### config.mk
export PLATFORM = sky130hd
export DESIGN_NAME = ultrasonic_ping_ranger
export DESIGN_NICKNAME = d
export VERILOG_FILES = /design/src/hdl/upr_pkg.sv /design/src/hdl/upr_ctrl.sv /design/src/hdl/upr_range.sv /design/src/hdl/ultrasonic_ping_ranger.sv
export VERILOG_INCLUDE_DIRS = /design/src /design/src/hdl
export SDC_FILE = /design/constraint.sdc
export NUM_CORES = 1
export LEC_CHECK = 0
export ABC_AREA = 1
export BUFFER_PORTS_ARGS = -buffer_cell sky130_fd_sc_hd__buf_4
export CELL_PAD_IN_SITES_DETAIL_PLACEMENT = 1
export CELL_PAD_IN_SITES_GLOBAL_PLACEMENT = 1
export CORE_UTILIZATION = 45
export DETAILED_ROUTE_END_ITERATION = 16
export PLACE_DENSITY_LB_ADDON = 0.1
export SYNTH_ARGS = -nofsm -noshare
export SYNTH_HDL_FRONTEND = slang
export SYNTH_SLANG_ARGS = --single-unit
### constraint.sdc
create_clock -name clk -period 17.9 [get_ports clk]
set_input_delay 3.58 -clock clk [delete_from_list [all_inputs] [get_ports clk]]
set_output_delay 3.58 -clock clk [all_outputs]
set_load 0.02 [all_outputs]
### src/hdl/ultrasonic_ping_ranger_defines.svh
// ----------------------------------------------------------------------------
// Ultrasonic ping ranger assertion macros
// Shared concurrent assertion forms, clocked on clk and disabled in reset.
// ----------------------------------------------------------------------------
`ifndef ULTRASONIC_PING_RANGER_DEFINES_SVH
`define ULTRASONIC_PING_RANGER_DEFINES_SVH

// Same-cycle implication: cons must hold whenever ante holds.
`define UPR_ASSERT_NOW(label, ante, cons) \
  label: assert property (@(posedge clk) disable iff (!rst_n) (ante) |-> (cons)) \
    else $error("upr assertion failed");

// Next-cycle implication: cons must hold in the cycle after ante holds.
`define UPR_ASSERT_NEXT(label, ante, cons) \
  label: assert property (@(posedge clk) disable iff (!rst_n) (ante) |=> (cons)) \
    else $error("upr assertion failed");

`endif

### src/hdl/upr_pkg.sv
`timescale 1ns / 1ps
`default_nettype none
// ----------------------------------------------------------------------------
// Ultrasonic ping ranger package
// Widths, register codes, reset values, phase type, measurement struct and the
// inch divider constants shared by the ranger modules.
// ----------------------------------------------------------------------------
package upr_pkg;

  // Width of the echo wait and pulse width counters.
  localparam int COUNT_BITS = 20;
  localparam logic [COUNT_BITS-1:0] COUNT_MAX = {COUNT_BITS{1'b1}};

  localparam int SINCE_W = 24;
  localparam logic [SINCE_W-1:0] SINCE_MAX = {SINCE_W{1'b1}};

  localparam int INTERVAL_W  = 24;
  localparam int THRESH_W    = 10;
  localparam int TRIG_W      = 8;
  localparam int TIMEOUT_W   = 20;
  localparam int CFG_DATA_W  = 24;
  localparam int CFG_INDEX_W = 2;

  localparam logic [INTERVAL_W-1:0] INTERVAL_RST = 24'd100000;
  localparam logic [THRESH_W-1:0]   THRESH_RST   = 10'd1;
  localparam logic [TRIG_W-1:0]     TRIG_RST     = 8'd5;
  localparam logic [TIMEOUT_W-1:0]  TIMEOUT_RST  = 20'd1000000;

  // Common compare width for the timeout check.
  localparam int TMO_CMP_W = (COUNT_BITS > TIMEOUT_W) ? COUNT_BITS : TIMEOUT_W;

  localparam int DIST_W = 13;
  localparam logic [DIST_W-1:0] DIST_MAX = {DIST_W{1'b1}};

  // Inches = width / (74 us per inch * 2 for the round trip) = width / 148.
  // 148 = 4 * 37: drop two bits, then multiply by a rounded-up reciprocal
  // of 37. The reciprocal error stays below 37 < 64 = 2^6, which keeps the
  // quotient exact over the full counter range.
  localparam int US_PER_INCH   = 74;
  localparam int ROUND_TRIP    = 2;
  localparam int DIV_PRE_SHIFT = 2;
  localparam int DIV_ODD       = (US_PER_INCH * ROUND_TRIP) / (1 << DIV_PRE_SHIFT);
  localparam int DIV_X_W       = COUNT_BITS - DIV_PRE_SHIFT;
  localparam int DIV_SHIFT     = DIV_X_W + 6;
  localparam logic [63:0] DIV_MUL =
      ((64'd1 << DIV_SHIFT) + 64'(DIV_ODD - 1)) / 64'(DIV_ODD);
  localparam int DIV_PROD_W    = DIV_X_W + DIV_SHIFT - 4;
  localparam int QUOT_W        = DIV_PROD_W - DIV_SHIFT;
  localparam int QUOT_X_W      = (QUOT_W > DIST_W) ? QUOT_W : DIST_W;

  typedef enum logic [CFG_INDEX_W-1:0] {
    REG_PING_INTERVAL    = 2'd0,
    REG_CHANGE_THRESHOLD = 2'd1,
    REG_TRIGGER_WIDTH    = 2'd2,
    REG_ECHO_TIMEOUT     = 2'd3
  } upr_reg_idx_t;

  typedef enum logic [2:0] {
    PH_IDLE  = 3'd0,
    PH_TRIG  = 3'd1,
    PH_WLOW  = 3'd2,
    PH_WHIGH = 3'd3,
    PH_MEAS  = 3'd4
  } upr_phase_t;

  // Measurement result handed from the controller to the range stage.
  typedef struct packed {
    logic                  finish;
    logic                  timed_out;
    logic [COUNT_BITS-1:0] width;
  } upr_meas_t;

endpackage
`default_nettype wire

### src/hdl/upr_ctrl.sv
`timescale 1ns / 1ps
`default_nettype none
// ----------------------------------------------------------------------------
// Ultrasonic ping ranger controller
// Ping interval counter, trigger pulse and echo wait / measure sequencer.
// ----------------------------------------------------------------------------
module upr_ctrl (
  input  wire logic                            clk,
  input  wire logic                            rst_n,
  input  wire logic                            step,
  input  wire logic                            echo,
  input  wire logic [upr_pkg::INTERVAL_W-1:0]  ping_interval,
  input  wire logic [upr_pkg::TRIG_W-1:0]      trigger_width,
  input  wire logic [upr_pkg::TIMEOUT_W-1:0]   echo_timeout,
  output logic                                 trigger,
  output upr_pkg::upr_meas_t                   meas
);
  import upr_pkg::*;

  upr_phase_t            phase_r, phase_nxt;
  logic [SINCE_W-1:0]    since_r, since_nxt;
  logic [COUNT_BITS-1:0] wait_r, wait_nxt;
  logic [COUNT_BITS-1:0] pulse_r, pulse_nxt;

  logic [SINCE_W-1:0]    since_inc;
  logic [COUNT_BITS-1:0] wait_inc;
  logic [COUNT_BITS-1:0] pulse_inc;
  logic                  fire;
  logic                  trig_short;
  logic                  trig_done;
  logic                  meas_end;
  logic                  wait_tmo;

  assign since_inc  = (since_r == SINCE_MAX) ? SINCE_MAX : since_r + 1'b1;
  assign wait_inc   = (wait_r == COUNT_MAX) ? COUNT_MAX : wait_r + 1'b1;
  assign pulse_inc  = (pulse_r == COUNT_MAX) ? COUNT_MAX : pulse_r + 1'b1;
  assign fire       = since_inc > ping_interval;
  assign trig_short = trigger_width <= TRIG_W'(1);
  assign trig_done  = wait_inc >= COUNT_BITS'(trigger_width);
  assign meas_end   = (phase_r == PH_MEAS) && !echo;
  assign wait_tmo   = (TMO_CMP_W'(wait_inc) >= TMO_CMP_W'(echo_timeout)) ||
                      (wait_inc == COUNT_MAX);

  // Next phase
  always_comb begin
    phase_nxt = phase_r;
    unique case (phase_r)
      PH_IDLE: begin
        if (fire) phase_nxt = trig_short ? PH_WLOW : PH_TRIG;
      end
      PH_TRIG: begin
        if (trig_done) phase_nxt = PH_WLOW;
      end
      PH_WLOW: begin
        if (wait_tmo) phase_nxt = PH_IDLE;
        else if (!echo) phase_nxt = PH_WHIGH;
      end
      PH_WHIGH: begin
        if (wait_tmo) phase_nxt = PH_IDLE;
        else if (echo) phase_nxt = PH_MEAS;
      end
      PH_MEAS: begin
        if (!echo || wait_tmo) phase_nxt = PH_IDLE;
      end
      default: phase_nxt = PH_IDLE;
    endcase
  end

  // Counters and per-tick outputs
  always_comb begin
    since_nxt      = since_inc;
    wait_nxt       = wait_r;
    pulse_nxt      = pulse_r;
    trigger        = 1'b0;
    meas.finish    = 1'b0;
    meas.timed_out = 1'b0;
    meas.width     = '0;
    unique case (phase_r)
      PH_IDLE: begin
        if (fire) begin
          since_nxt = '0;
          trigger   = 1'b1;
          pulse_nxt = '0;
          wait_nxt  = trig_short ? '0 : COUNT_BITS'(1);
        end
      end
      PH_TRIG: begin
        trigger  = 1'b1;
        wait_nxt = trig_done ? '0 : wait_inc;
      end
      PH_WLOW, PH_WHIGH, PH_MEAS: begin
        if (meas_end) begin
          meas.finish = 1'b1;
          meas.width  = pulse_r;
          wait_nxt    = '0;
          pulse_nxt   = '0;
        end else begin
          if (phase_r == PH_WHIGH && echo) pulse_nxt = COUNT_BITS'(1);
          else if (phase_r == PH_MEAS) pulse_nxt = pulse_inc;
          wait_nxt = wait_inc;
          if (wait_tmo) begin
            meas.finish    = 1'b1;
            meas.timed_out = 1'b1;
            wait_nxt       = '0;
            pulse_nxt      = '0;
          end
        end
      end
      default: begin
        wait_nxt  = '0;
        pulse_nxt = '0;
      end
    endcase
  end

  always_ff @(posedge clk) begin
    if (!rst_n) begin
      phase_r <= PH_IDLE;
      since_r <= '0;
      wait_r  <= '0;
      pulse_r <= '0;
    end else if (step) begin
      phase_r <= phase_nxt;
      since_r <= since_nxt;
      wait_r  <= wait_nxt;
      pulse_r <= pulse_nxt;
    end
  end

endmodule
`default_nettype wire

### src/hdl/upr_range.sv
`timescale 1ns / 1ps
`default_nettype none
// ----------------------------------------------------------------------------
// Ultrasonic ping ranger range stage
// Converts pulse width to inches and applies the change threshold.
// ----------------------------------------------------------------------------
module upr_range (
  input  wire logic                          clk,
  input  wire logic                          rst_n,
  input  wire logic                          step,
  input  wire upr_pkg::upr_meas_t            meas,
  input  wire logic [upr_pkg::THRESH_W-1:0]  threshold,
  output logic                               report,
  output logic [upr_pkg::DIST_W-1:0]         distance_nxt
);
  import upr_pkg::*;

  logic [DIST_W-1:0]     dist_r;
  logic [DIV_X_W-1:0]    div_x;
  logic [DIV_PROD_W-1:0] prod;
  logic [QUOT_X_W-1:0]   quot;
  logic [DIST_W-1:0]     inches;
  logic [DIST_W:0]       upper;
  logic [DIST_W:0]       lower;

  // width / 148 by shift and reciprocal multiply
  assign div_x  = meas.width[COUNT_BITS-1:DIV_PRE_SHIFT];
  assign prod   = DIV_PROD_W'(div_x) * DIV_MUL[DIV_PROD_W-1:0];
  assign quot   = QUOT_X_W'(prod >> DIV_SHIFT);
  assign inches = (quot > QUOT_X_W'(DIST_MAX)) ? DIST_MAX : quot[DIST_W-1:0];

  assign upper  = {1'b0, dist_r} + (DIST_W+1)'(threshold);
  assign lower  = {1'b0, inches} + (DIST_W+1)'(threshold);
  assign report = meas.finish && (({1'b0, inches} > upper) || (lower < {1'b0, dist_r}));
  assign distance_nxt = report ? inches : dist_r;

  always_ff @(posedge clk) begin
    if (!rst_n) begin
      dist_r <= '0;
    end else if (step) begin
      dist_r <= distance_nxt;
    end
  end

endmodule
`default_nettype wire

### src/hdl/ultrasonic_ping_ranger.sv
`timescale 1ns / 1ps
`default_nettype none
// An accepted word is held in the input register, then processed into the
// result register, where it is presented until taken.
// Throughput: one word per cycle; input and output registers advance together
// and stall only while a presented result word is held by out_stall.
// Reset (rst_n low, synchronous): phase idle, all counters and the stored
// distance zero, configuration registers back to their defaults, pipe empty.
// ----------------------------------------------------------------------------
// Ultrasonic ping ranger top level
// One word per microsecond tick: drives the trigger, times the echo pulse and
// reports distance in inches when it changes by more than the threshold.
// ----------------------------------------------------------------------------
`include "ultrasonic_ping_ranger_defines.svh"
module ultrasonic_ping_ranger (
  input  wire logic                             clk,
  input  wire logic                             rst_n,
  input  wire logic                             in_valid,
  output logic                                  in_stall,
  input  wire logic                             in_echo_level,
  output logic                                  out_valid,
  input  wire logic                             out_stall,
  output logic                                  out_trigger_level,
  output logic                                  out_reading_done,
  output logic                                  out_timed_out,
  output logic                                  out_report_valid,
  output logic [upr_pkg::DIST_W-1:0]            out_distance_in,
  input  wire logic                             cfg_we,
  input  wire logic [upr_pkg::CFG_INDEX_W-1:0]  cfg_index,
  input  wire logic [upr_pkg::CFG_DATA_W-1:0]   cfg_wdata
);
  import upr_pkg::*;

  // Configuration registers
  logic [INTERVAL_W-1:0] ping_interval_r;
  logic [THRESH_W-1:0]   threshold_r;
  logic [TRIG_W-1:0]     trig_width_r;
  logic [TIMEOUT_W-1:0]  timeout_r;

  // Input register
  logic s1_valid_r;
  logic s1_echo_r;

  // Result register
  logic              out_valid_r;
  logic              out_trig_r;
  logic              out_done_r;
  logic              out_tout_r;
  logic              out_rep_r;
  logic [DIST_W-1:0] out_dist_r;

  logic              advance;
  logic              step;
  logic              trigger;
  upr_meas_t         meas;
  logic              report;
  logic [DIST_W-1:0] distance_nxt;

  // The whole pipe moves unless a presented word is being held back.
  assign advance  = !out_valid_r || !out_stall;
  assign in_stall = !advance;
  // The tick in the input register is processed as it moves to the output.
  assign step     = advance && s1_valid_r;

  // Register writes; the four registers cover every index, so the case default is never reached.
  always_ff @(posedge clk) begin
    if (!rst_n) begin
      ping_interval_r <= INTERVAL_RST;
      threshold_r     <= THRESH_RST;
      trig_width_r    <= TRIG_RST;
      timeout_r       <= TIMEOUT_RST;
    end else if (cfg_we) begin
      unique case (cfg_index)
        REG_PING_INTERVAL:    ping_interval_r <= cfg_wdata[INTERVAL_W-1:0];
        REG_CHANGE_THRESHOLD: threshold_r     <= cfg_wdata[THRESH_W-1:0];
        REG_TRIGGER_WIDTH:    trig_width_r    <= cfg_wdata[TRIG_W-1:0];
        REG_ECHO_TIMEOUT:     timeout_r       <= cfg_wdata[TIMEOUT_W-1:0];
        default: ;
      endcase
    end
  end

  // Capture the incoming tick; an empty slot is loaded when no word arrives.
  always_ff @(posedge clk) begin
    if (!rst_n) begin
      s1_valid_r <= 1'b0;
    end else if (advance) begin
      s1_valid_r <= in_valid;
    end
  end

  always_ff @(posedge clk) begin
    if (advance) begin
      s1_echo_r <= in_echo_level;
    end
  end

  upr_ctrl u_ctrl (
    .clk           (clk),
    .rst_n         (rst_n),
    .step          (step),
    .echo          (s1_echo_r),
    .ping_interval (ping_interval_r),
    .trigger_width (trig_width_r),
    .echo_timeout  (timeout_r),
    .trigger       (trigger),
    .meas          (meas)
  );

  upr_range u_range (
    .clk          (clk),
    .rst_n        (rst_n),
    .step         (step),
    .meas         (meas),
    .threshold    (threshold_r),
    .report       (report),
    .distance_nxt (distance_nxt)
  );

  // Result register: valid follows the input slot, payload loads on a step
  // and holds while stalled.
  always_ff @(posedge clk) begin
    if (!rst_n) begin
      out_valid_r <= 1'b0;
    end else if (advance) begin
      out_valid_r <= s1_valid_r;
    end
  end

  always_ff @(posedge clk) begin
    if (step) begin
      out_trig_r <= trigger;
      out_done_r <= meas.finish;
      out_tout_r <= meas.timed_out;
      out_rep_r  <= report;
      out_dist_r <= distance_nxt;
    end
  end

  assign out_valid         = out_valid_r;
  assign out_trigger_level = out_trig_r;
  assign out_reading_done  = out_done_r;
  assign out_timed_out     = out_tout_r;
  assign out_report_valid  = out_rep_r;
  assign out_distance_in   = out_dist_r;

  // A report only comes with a completed reading.
  `UPR_ASSERT_NOW(a_report_needs_done, out_valid_r && out_rep_r, out_done_r)
  // A timeout only comes with a completed reading.
  `UPR_ASSERT_NOW(a_timeout_needs_done, out_valid_r && out_tout_r, out_done_r)
  // A reported timeout always stores zero inches.
  `UPR_ASSERT_NOW(a_timeout_zero_dist, out_valid_r && out_tout_r && out_rep_r,
                  out_dist_r == '0)
  // A processed tick always shows up as a result word.
  `UPR_ASSERT_NEXT(a_step_gives_word, step, out_valid_r)

endmodule
`default_nettype wire
==> results list, run 1 <==
- Number of warnings issued by yosys: 0
- The startpoint identified for the worst hold timing path is timeout_r[4].
- Number of violations of the max-capacitance limit: 0
- STA puts the critical path data required time at 18.28 ns.
* Routed length per placed instance: 17.44 um
* Endpoint class of the critical path: register
* Fill cell total of the finished layout: 5118
- The detailed router used layers up to and including met5.
- Final setup violating endpoints: 0
- DIE AREA: 41120 um2
* Placement Rows: 73
- Measured along the x axis, the die boundary spans 202.8 um.
- From synthesis to final layout, the design area changed by 7.898%.
- Estimated wirelength of the detail-placed design: 43.85 mm
* M1 WL: 23.60 mm
- The share of the Yosys chip area taken by registers is 0.1887.
* CP Launch Type: register
- The smallest clock period supported by the final layout is computed as 10.86 ns.
- R2R Path Start: u_ctrl.phase_r[0]
- Headroom to the max-slew limit: 0.3834
- The initial utilization of the core area, before any placement, comes to 0.4565.
- RSZ-0062 raised after global routing: false
* Area share of the largest cell type after synthesis: 0.1711
- CP max stage delay: 0.66 ns
- Vias post-DR: 15760
* Count of mapped cells out of synthesis: 2455
* Post-route ant nets: 0
* H-tree levels: 4
- In the global route stage, overall resource usage came out at 0.2654.
* Slew Limit Fails: 0
* CORE AREA: 39730 um2
- Measured along the y axis, the die boundary spans 202.8 um.
* Detailed-router iteration count before antenna repair: 5
* Vias in the first global route: 16860
- GRT overflow: 0
- Sum of negative setup slack: 0 ns
* Routed wire length: 52.57 mm
- The flow ran to the end, and the final reports show no timing, DRC or antenna violations.
- Final hold analysis gives a worst-case slack of 0.4644 ns.
- Post-CTS timing repair inserted 0 buffers for setup.
- Counting every sink on the clock net gives 162.
* Hold violation total from the final report: 0
* First-pass GRT wire length: 85.91 mm
- Counting every net in the synthesized netlist gives 2881.
- For this design, the slowest cell found on the critical path is sky130_fd_sc_hd__fa_1.
- Total length of routed met3 wires: 1.520 mm
- Crit. Startpoint: u_ctrl.phase_r[0]
* Leakage: 10.10 nW
- At the later pin of the worst-skew pair, clock insertion delay measures 0.48 ns.
* Count of hold-fix buffers inserted at cts: 0
- Mapped Area: 18140 um2
* Path type of the worst min-delay path: reg -> reg
* Proportion of layout cells with a drive suffix above 1: 0.06145
- Clock-pin slew was measured on the worst setup and hold paths at 0.07 ns.
* Top cell by count, worst path: sky130_fd_sc_hd__nand2_1
- Count of unique library cells instantiated by Yosys: 54
* Count of state elements after synthesis: 162
- DR vias/cell: 5.227
- In the routed design, unresolved DRC markers number 0.
* Antenna fix cells: 0
* Critical path start-end classification: reg -> reg
- In this run, the number of DRC markers left after iteration 0 of detailed routing was 632.
- Clock Path Buffers: 2
- Clock tree from TritonCTS: built
- Nets: 2903
- Data arrives at the worst endpoint at 11.24 ns.
- Quantity of I/O buffers inserted on ports: 50
- After detailed routing, the met2 layer carries 25.82 mm of wire.
- sky130_fd_sc_hd__fa_1 takes more of the synthesized area than any other cell.
- At the pin with the least slew margin, the transition time is 0.9239 ns.
* Clk Tree Root Cell: sky130_fd_sc_hd__clkbuf_16
- Routability Congestion: 0.9245
* Post-route fraction of the period consumed by the critical path: 0.6066
- Top cells by area in the synthesized netlist: sky130_fd_sc_hd__fa_1 (17%), sky130_fd_sc_hd__ha_1 (16%), sky130_fd_sc_hd__dfxtp_1 (16%), sky130_fd_sc_hd__inv_1 (10%), sky130_fd_sc_hd__nand2_1 (9.7%)
- Entering global routing, the biggest net connects 78 pins.
* Clock buffers created by TritonCTS: 17
- Power per Cell Area: 44.95 nW/um2
- The number of antenna violations at the first check in global routing was 1.
* Total design power: 0.8798 mW
- Post-synthesis average cell area: 7.388 um2
- In this run, post-CTS repair resized a total of 0 instances.
- Of all nets on the critical path, the largest fanout is 20.
* Top Ports: 51
- Highest clock frequency the design can meet: 92.10 MHz
- Between clock sinks in the finished design, the worst skew comes to 0.01427 ns.
- IR analysis of the VDD net gives a maximum drop of 0.07514 mV.
[layer usage]
layer	track usage	vias to the layer above
li1	-	7775
met1	0.3358	7676
met2	0.4628	221
met3	0.03018	84
met4	0.09936	2
met5	0	-
[Yosys cell counts (all sizes together)]
| cell | n |
|---|---|
| inv | 509 |
| nand2 | 496 |
| ha | 239 |
| nor2 | 213 |
| a21oi | 190 |
| fa | 155 |
| nand3 | 151 |
| dfxtp | 144 |
| o21ai | 110 |
| xor2 | 44 |
| clkbuf | 36 |
| nor3 | 25 |
| edfxtp | 18 |
| nand4 | 18 |
| buf | 16 |
| xnor2 | 15 |
| o21bai | 14 |
| o211ai | 10 |
| or2 | 8 |
| a21o | 7 |
| o21a | 6 |
| a31oi | 5 |
| nand3b | 5 |
| nor4 | 4 |
| clkinv | 3 |
| nor3b | 3 |
| and3 | 2 |
| o31ai | 2 |
| a211oi | 1 |
| a21boi | 1 |
| a31o | 1 |
| nor4b | 1 |
| o2111ai | 1 |
| o311ai | 1 |
| or3 | 1 |
[power breakdown]
part	switching, mW	internal, mW	leakage [nW]
clock	0.174	0.218	0.303
sequential	0.00797	0.380	1.35
combinational	0.0645	0.0349	8.45
[critical path: cells and delay by family, from the launching register on]
family / cells / cell delay [ns]
adders and majority gates: 10 / 4.61
and+or+nand+nor: 21 / 2.93
buffers and inverters: 12 / 1.23
AOI/OAI and AO/OA: 6 / 1.05
xor gates and xnor gates: 2 / 0.58
DFF: 1 / 0.33
[flip-flops by register name, indices dropped and copies added, names as in the netlist, 3 cells and up]
| signal | flops |
|---|---|
| trig_width_r | 8 |
| u_ctrl.pulse_r | 20 |
| ping_interval_r | 24 |
| u_ctrl.wait_r | 20 |
| u_range.dist_r | 13 |
| u_ctrl.since_r | 24 |
| timeout_r | 20 |
| out_distance_in | 13 |
| u_ctrl.phase_r | 3 |
| threshold_r | 10 |
[logic make-up (layout without fill, tap and decap cells)]
| group | Yosys count | count (layout) | share of synthesized area |
|---|---|---|---|
| adders and majority gates | 394 | 394 | 0.3359 |
| buffers and inverters | 564 | 599 | 0.1209 |
| DFF | 162 | 162 | 0.1887 |
| xor gates and xnor gates | 59 | 59 | 0.02849 |
| and+or+nand+nor | 927 | 927 | 0.2225 |
| AOI/OAI and AO/OA | 349 | 349 | 0.1035 |
[per-stage QoR]
step | setup slack (ns) | util | cells | instance area [um2]
after floorplan | 8.718 | - | 2455 | 18140
after global placement | 7.472 | 0.4771 | 2983 | 18960
after detailed placement | 7.060 | 0.4771 | 2983 | 18960
after CTS | 7.060 | 0.4926 | 3015 | 19570
after global routing | 6.051 | 0.4926 | 3015 | 19570
final | 7.043 | 0.4926 | 3015 | 19570
[layout by cell type, fill, tap and decap left out, drive strengths merged, types with 7 or more instances in the layout]
master / synthesis / routed
xnor2: 15 / 15
dfxtp: 144 / 144
o21ai: 110 / 110
nand2: 496 / 496
xor2: 44 / 44
clkbuf: 36 / 18
a21oi: 190 / 190
a21o: 7 / 7
or2: 8 / 8
nand3: 151 / 151
o211ai: 10 / 10
fa: 155 / 155
nand4: 18 / 18
nor2: 213 / 213
ha: 239 / 239
inv: 509 / 517
buf: 16 / 55
o21bai: 14 / 14
nor3: 25 / 25
edfxtp: 18 / 18
[cell type report]
cell class / instances / area [um2] / share of cell area
clock buffer: 18 / 450.4 / 0.02301
tap: 525 / 656.9 / 0.03356
multi-input combinational: 1729 / 12530 / 0.6403
clock inverter: 14 / 165.2 / 0.008439
timing repair buffer: 55 / 412.9 / 0.02110
sequential: 162 / 3423 / 0.1749
inverter: 512 / 1932 / 0.09871
[path summary, 6_finish.rpt]
kind | slack (ns) | end | cells past startpoint
worst min register to register | 0.46 | timeout_r[4] | 2
worst min-delay path | 0.46 | timeout_r[4] | 2
worst max-delay path | 7.04 | u_range.dist_r[10] | 51
worst max register to register | 7.04 | u_range.dist_r[10] | 51
(Power assumes the default switching activity.)
==> inputs of run 2 (changes only) <==
--- a/config.mk
+++ b/config.mk
@@ -6,7 +6,7 @@
 export SDC_FILE = /design/constraint.sdc
 export NUM_CORES = 1
 export LEC_CHECK = 0
-export ABC_AREA = 1
+export ABC_AREA = 0
 export BUFFER_PORTS_ARGS = -buffer_cell sky130_fd_sc_hd__buf_4
 export CELL_PAD_IN_SITES_DETAIL_PLACEMENT = 1
 export CELL_PAD_IN_SITES_GLOBAL_PLACEMENT = 1
==> constraint.sdc (replaced) <==
create_clock -name clk -period 9.6 [get_ports clk]
set_input_delay 1.92 -clock clk [delete_from_list [all_inputs] [get_ports clk]]
set_output_delay 1.92 -clock clk [all_outputs]
set_load 0.02 [all_outputs]
==> results list, run 2 <==
* First-iteration detailed-routing DRC count: 634 (+0.32%)
- Area share of fa/ha/maj cells after synthesis: 0.3550 (+0.01902)
- All-layer global routing usage: 0.2661 (+0.0006599)
- The total negative slack for setup checks is 0 ns (unchanged).
* Compound-cell area share of the yosys netlist: 0.1480 (+0.04442)
- Number of cells on the critical path: 49 (-3.9%)
- Largest net degree at the start of global routing: 72 (-7.7%)
* Post-route fraction of the period consumed by the critical path: 0.9659 (+0.3593)
* Clock latency on the worst-skew pair: 0.46 ns (-0.02 ns)
- Multiplexer share of the synthesized area: 0.008309 (+0.008309)
* R2R Path Start: u_ctrl.phase_r[1]
- Headroom to the max-slew limit: 0.2991 (-0.08429)
* Detailed-router iteration count before antenna repair: 5 (unchanged)
- For this run, the leading register cell type out of synthesis is sky130_fd_sc_hd__dfxtp_1.
* Worst-path clk slew: 0.07 ns (about the same)
- The internal portion of total power was 1.089 mW (+72%).
- Final setup violating endpoints: 0 (unchanged)
* Leakage: 9.673 nW (-4.2%)
* Crit-path slowest cell: sky130_fd_sc_hd__fa_2
* Combinational share of power: 0.072 (-0.041)
- Count of state elements after synthesis: 162 (unchanged)
- DIE AREA: 38930 um2 (-5.3%)
- Top cells by instance count after synthesis: sky130_fd_sc_hd__inv_1 (355), sky130_fd_sc_hd__nand2_1 (243), sky130_fd_sc_hd__ha_1 (239), sky130_fd_sc_hd__a21oi_1 (162), sky130_fd_sc_hd__fa_1 (155)
- VDD IR-drop max: 0.1327 mV (+77%)
- Number of clock sinks seen by CTS: 162 (unchanged)
- The clock period minus final worst setup slack came to 9.273 ns (-1.585 ns).
- The antenna diode count is 0 (unchanged).
- Highest clock frequency the design can meet: 107.8 MHz (+17%)
- Routed wire length: 51.71 mm (-1.6%)
- Initial cell density of the core: 0.4568 (about the same)
* Width of the chip: 197.3 um (-2.7%)
- Nets: 2570 (-11%)
- Async S/R FF share, synth: 0 (unchanged)
- Seq pwr share: 0.474 (+0.033)
- The number of buffers created by CTS was 17 (unchanged).
- The simple-gate area share of the yosys netlist was 0.1611 (-0.06138).
* Post-route ant nets: 0 (unchanged)
- The synthesized net count came to 2480 (-14%).
- The flow ran to the end, and the final reports show no timing, DRC or antenna violations.
- Top library cells by usage in the layout, fill and taps aside: sky130_fd_sc_hd__inv_1 (334), sky130_fd_sc_hd__nand2_1 (236), sky130_fd_sc_hd__ha_1 (213)
- The clock group share of total power came to 0.454 (+0.008).
- Count of hold-fix buffers inserted at cts: 0 (unchanged)
* Worst Path Max Fanout: 8 (-60%)
* Slew at the pin with the worst max-slew slack: 1.047 ns (+0.1230 ns)
- Worst setup timing slack at the placement stage: -0.3643 ns (-7.424 ns)
- TritonCTS built the clock tree.
- The sequential cell area fraction in the yosys report is 0.1994 (+0.01069).
* CP max stage delay: 0.64 ns (-0.02 ns)
- Top cells by area in the synthesized netlist: sky130_fd_sc_hd__fa_1 (18%), sky130_fd_sc_hd__ha_1 (17%), sky130_fd_sc_hd__dfxtp_1 (17%), sky130_fd_sc_hd__inv_1 (7.8%), sky130_fd_sc_hd__nand2_1 (5.3%)
* Minimum setup slack among reg-to-reg paths: 0.33 ns (-6.72 ns)
- Number of antenna violations at the first check in global routing: 1 (unchanged)
- Combinational family with the most area after synthesis: adder cells
* First-pass GRT wire length: 80.76 mm (-6.0%)
* Vias post-DR: 14710 (-6.6%)
- Worst min-delay path startpoint: ping_interval_r[2]
* Proportion of layout cells with a drive suffix above 1: 0.1474 (+0.08598)
- Clk Tree Root Cell: sky130_fd_sc_hd__clkbuf_16
* Quantity of I/O buffers inserted on ports: 50 (unchanged)
* Most common cell after layout, fill and taps aside: sky130_fd_sc_hd__inv_1
* Remaining routing DRC violations: 0 (unchanged)
- Compared with the post-synthesis result, the final layout area differs by 15.66%.
* WP data required: 9.98 ns (-8.30 ns)
- The sum of buffers and inverters on the critical path was 9 (-3).
- Path type of the worst min-delay path: reg -> reg
* Number of warnings issued by yosys: 0 (unchanged)
- The worst hold path terminates at ping_interval_r[2].
- The net switching power is 0.4002 mW (+62%).
* Worst slack on hold paths: 0.4561 ns (-0.008357 ns)
* Largest delay share family, worst path: adder cells
- The max-capacitance violation count came to 0 (unchanged).
- Power per Cell Area: 75.01 nW/um2 (+67%)
* CORE AREA: 37580 um2 (-5.4%)
- Finished Core Util: 0.5284 (+0.03580)
- Post-synthesis share of cell area spent on xor and xnor gates: 0.03367 (+0.005185)
* Post-route worst setup slack: 0.3275 ns (-6.715 ns)
* Placement Rows: 71 (-2.7%)
* Area share of the largest cell type after synthesis: 0.1808 (+0.009688)
* Slew Limit Fails: 0 (unchanged)
- Count of unique library cells instantiated by Yosys: 68 (+26%)
- Hold violation total from the final report: 0 (unchanged)
- Cell count of the worst hold path: 2 (unchanged)
- The via-per-instance ratio is 5.514 (+5.5%).
- The worst setup skew after layout was 0.01088 ns (-0.003381 ns).
- GRT overflow: 0 (unchanged)
- H-tree levels: 4 (unchanged)
* Estimated wirelength of the detail-placed design: 40.92 mm (-6.7%)
- Mapped Area: 17170 um2 (-5.4%)
* Endpoint class of the critical path: register
- The wire length per cell came to 19.38 um (+11%).
- Of all cell types, the one taking the most synthesized area is sky130_fd_sc_hd__fa_1.
* Top Ports: 51 (unchanged)
- The count of cells along the worst register-to-register path is 49 (-3.9%).
* Library cell with the highest instance count after synthesis: sky130_fd_sc_hd__inv_1
* Vias in the first global route: 15430 (-8.5%)
- The number of enable flip-flop cells after synthesis was 18 (unchanged).
* Arrival @ worst endpoint: 9.65 ns (-1.59 ns)
- Critical path start-end classification: reg -> reg
* Routability Congestion: 0.9204 (-0.44%)
- Switching portion of total power: 0.2687 (-0.01200)
- Clock Path Buffers: 2 (unchanged)
- The worst setup path is launched from a register.
- The worst register-to-register path ends at u_range.dist_r[2].
- The die span in y is 197.3 um (-2.7%).
- Count of mapped cells out of synthesis: 2054 (-16%)
- The overall power was 1.489 mW (+69%).
- Largest registers ranked by flip-flop count: ping_interval_r (24), u_ctrl.since_r (24)
* Post-synthesis average cell area: 8.358 um2 (+13%)
## run 2: cell types whose count changed in the layout (fill, tap and decap cells not counted), moves of 37 or more
cell                      before  now
sky130_fd_sc_hd__nand2_1     471  236
sky130_fd_sc_hd__nor2_1      206   75
sky130_fd_sc_hd__inv_1       504  334
sky130_fd_sc_hd__a21oi_1     190  153
sky130_fd_sc_hd__nand3_1     139   75
sky130_fd_sc_hd__buf_4        55  130
## run 2: through the flow
stage	cell area (um2)	cells
global placement	18370	2604
floorplan	17170	2054
global route	19860	2668
CTS	19110	2646
detailed placement	18370	2604
finish	19860	2668
## run 2: cell type report
type                       instances  area, um2
timing repair buffer             143       1179
clock buffer                      18      450.4
clock inverter                    14      116.4
multi-input combinational       1464      12710
fill                            4471      17720
sequential                       162       3426
inverter                         356       1339
tap                              511      639.4
## run 2: what timing repair did
item / 4_1_cts / 5_1_grt
gates cloned: 2 / 1
pin swaps: 6 / 73
endpoints found under the hold margin: 0 / 0
endpoints found under the setup margin: 27 / 27
resized for setup: 23 / 128
buffers inserted: 8 / 21
## run 2: per-layer routing
| metal | GRT usage | up-vias | wire, um |
|---|---|---|---|
| met2 | 0.4650 | 209 | 25850 |
| met3 | 0.03005 | 61 | 1376 |
| li1 | - | 7039 | - |
| met5 | 0 | - | 13 |
| met4 | 0.07781 | 2 | 1198 |
| met1 | 0.3442 | 7400 | 23280 |
## run 2: kinds of logic after synthesis
logic type / Yosys count
buffers and inverters: 428
XOR/XNOR: 66
multiplexers: 14
AND/OR/NAND/NOR: 579
flip-flops: 162
AO/OA/AOI/OAI: 411
adder cells (fa/ha/maj): 394
## run 2: power groups by stage
stage          registers (mW)  clock network [mW]  logic [mW]
2_1_floorplan           0.720                   0      0.0608
3_3_place_gp            0.720                   0       0.102
3_5_place_dp            0.720                   0       0.106
4_1_cts                 0.705               0.694       0.107
5_1_grt                 0.706               0.720       0.119
6_report                0.705               0.676       0.108
## run 2: worst max path at each step
| stage | to | slack [ns] | start |
|---|---|---|---|
| floorplan | out_distance_in[10] | 0.07 | u_ctrl.phase_r[0] |
| global placement | out_distance_in[10] | 0.03 | u_ctrl.phase_r[0] |
| detailed placement | out_distance_in[7] | -0.36 | u_ctrl.phase_r[0] |
| CTS | out_distance_in[11] | 0.0007 | u_ctrl.phase_r[0] |
| global route | u_range.dist_r[9] | -0.13 | u_ctrl.phase_r[1] |
| finish | u_range.dist_r[2] | 0.33 | u_ctrl.phase_r[1] |
## run 2: tightest hold or removal path, cell delays in order, from the launching register on
cell	delay [ns]
sky130_fd_sc_hd__dfxtp_1	0.31
sky130_fd_sc_hd__nand2_1	0.05
sky130_fd_sc_hd__a21oi_1	0.05
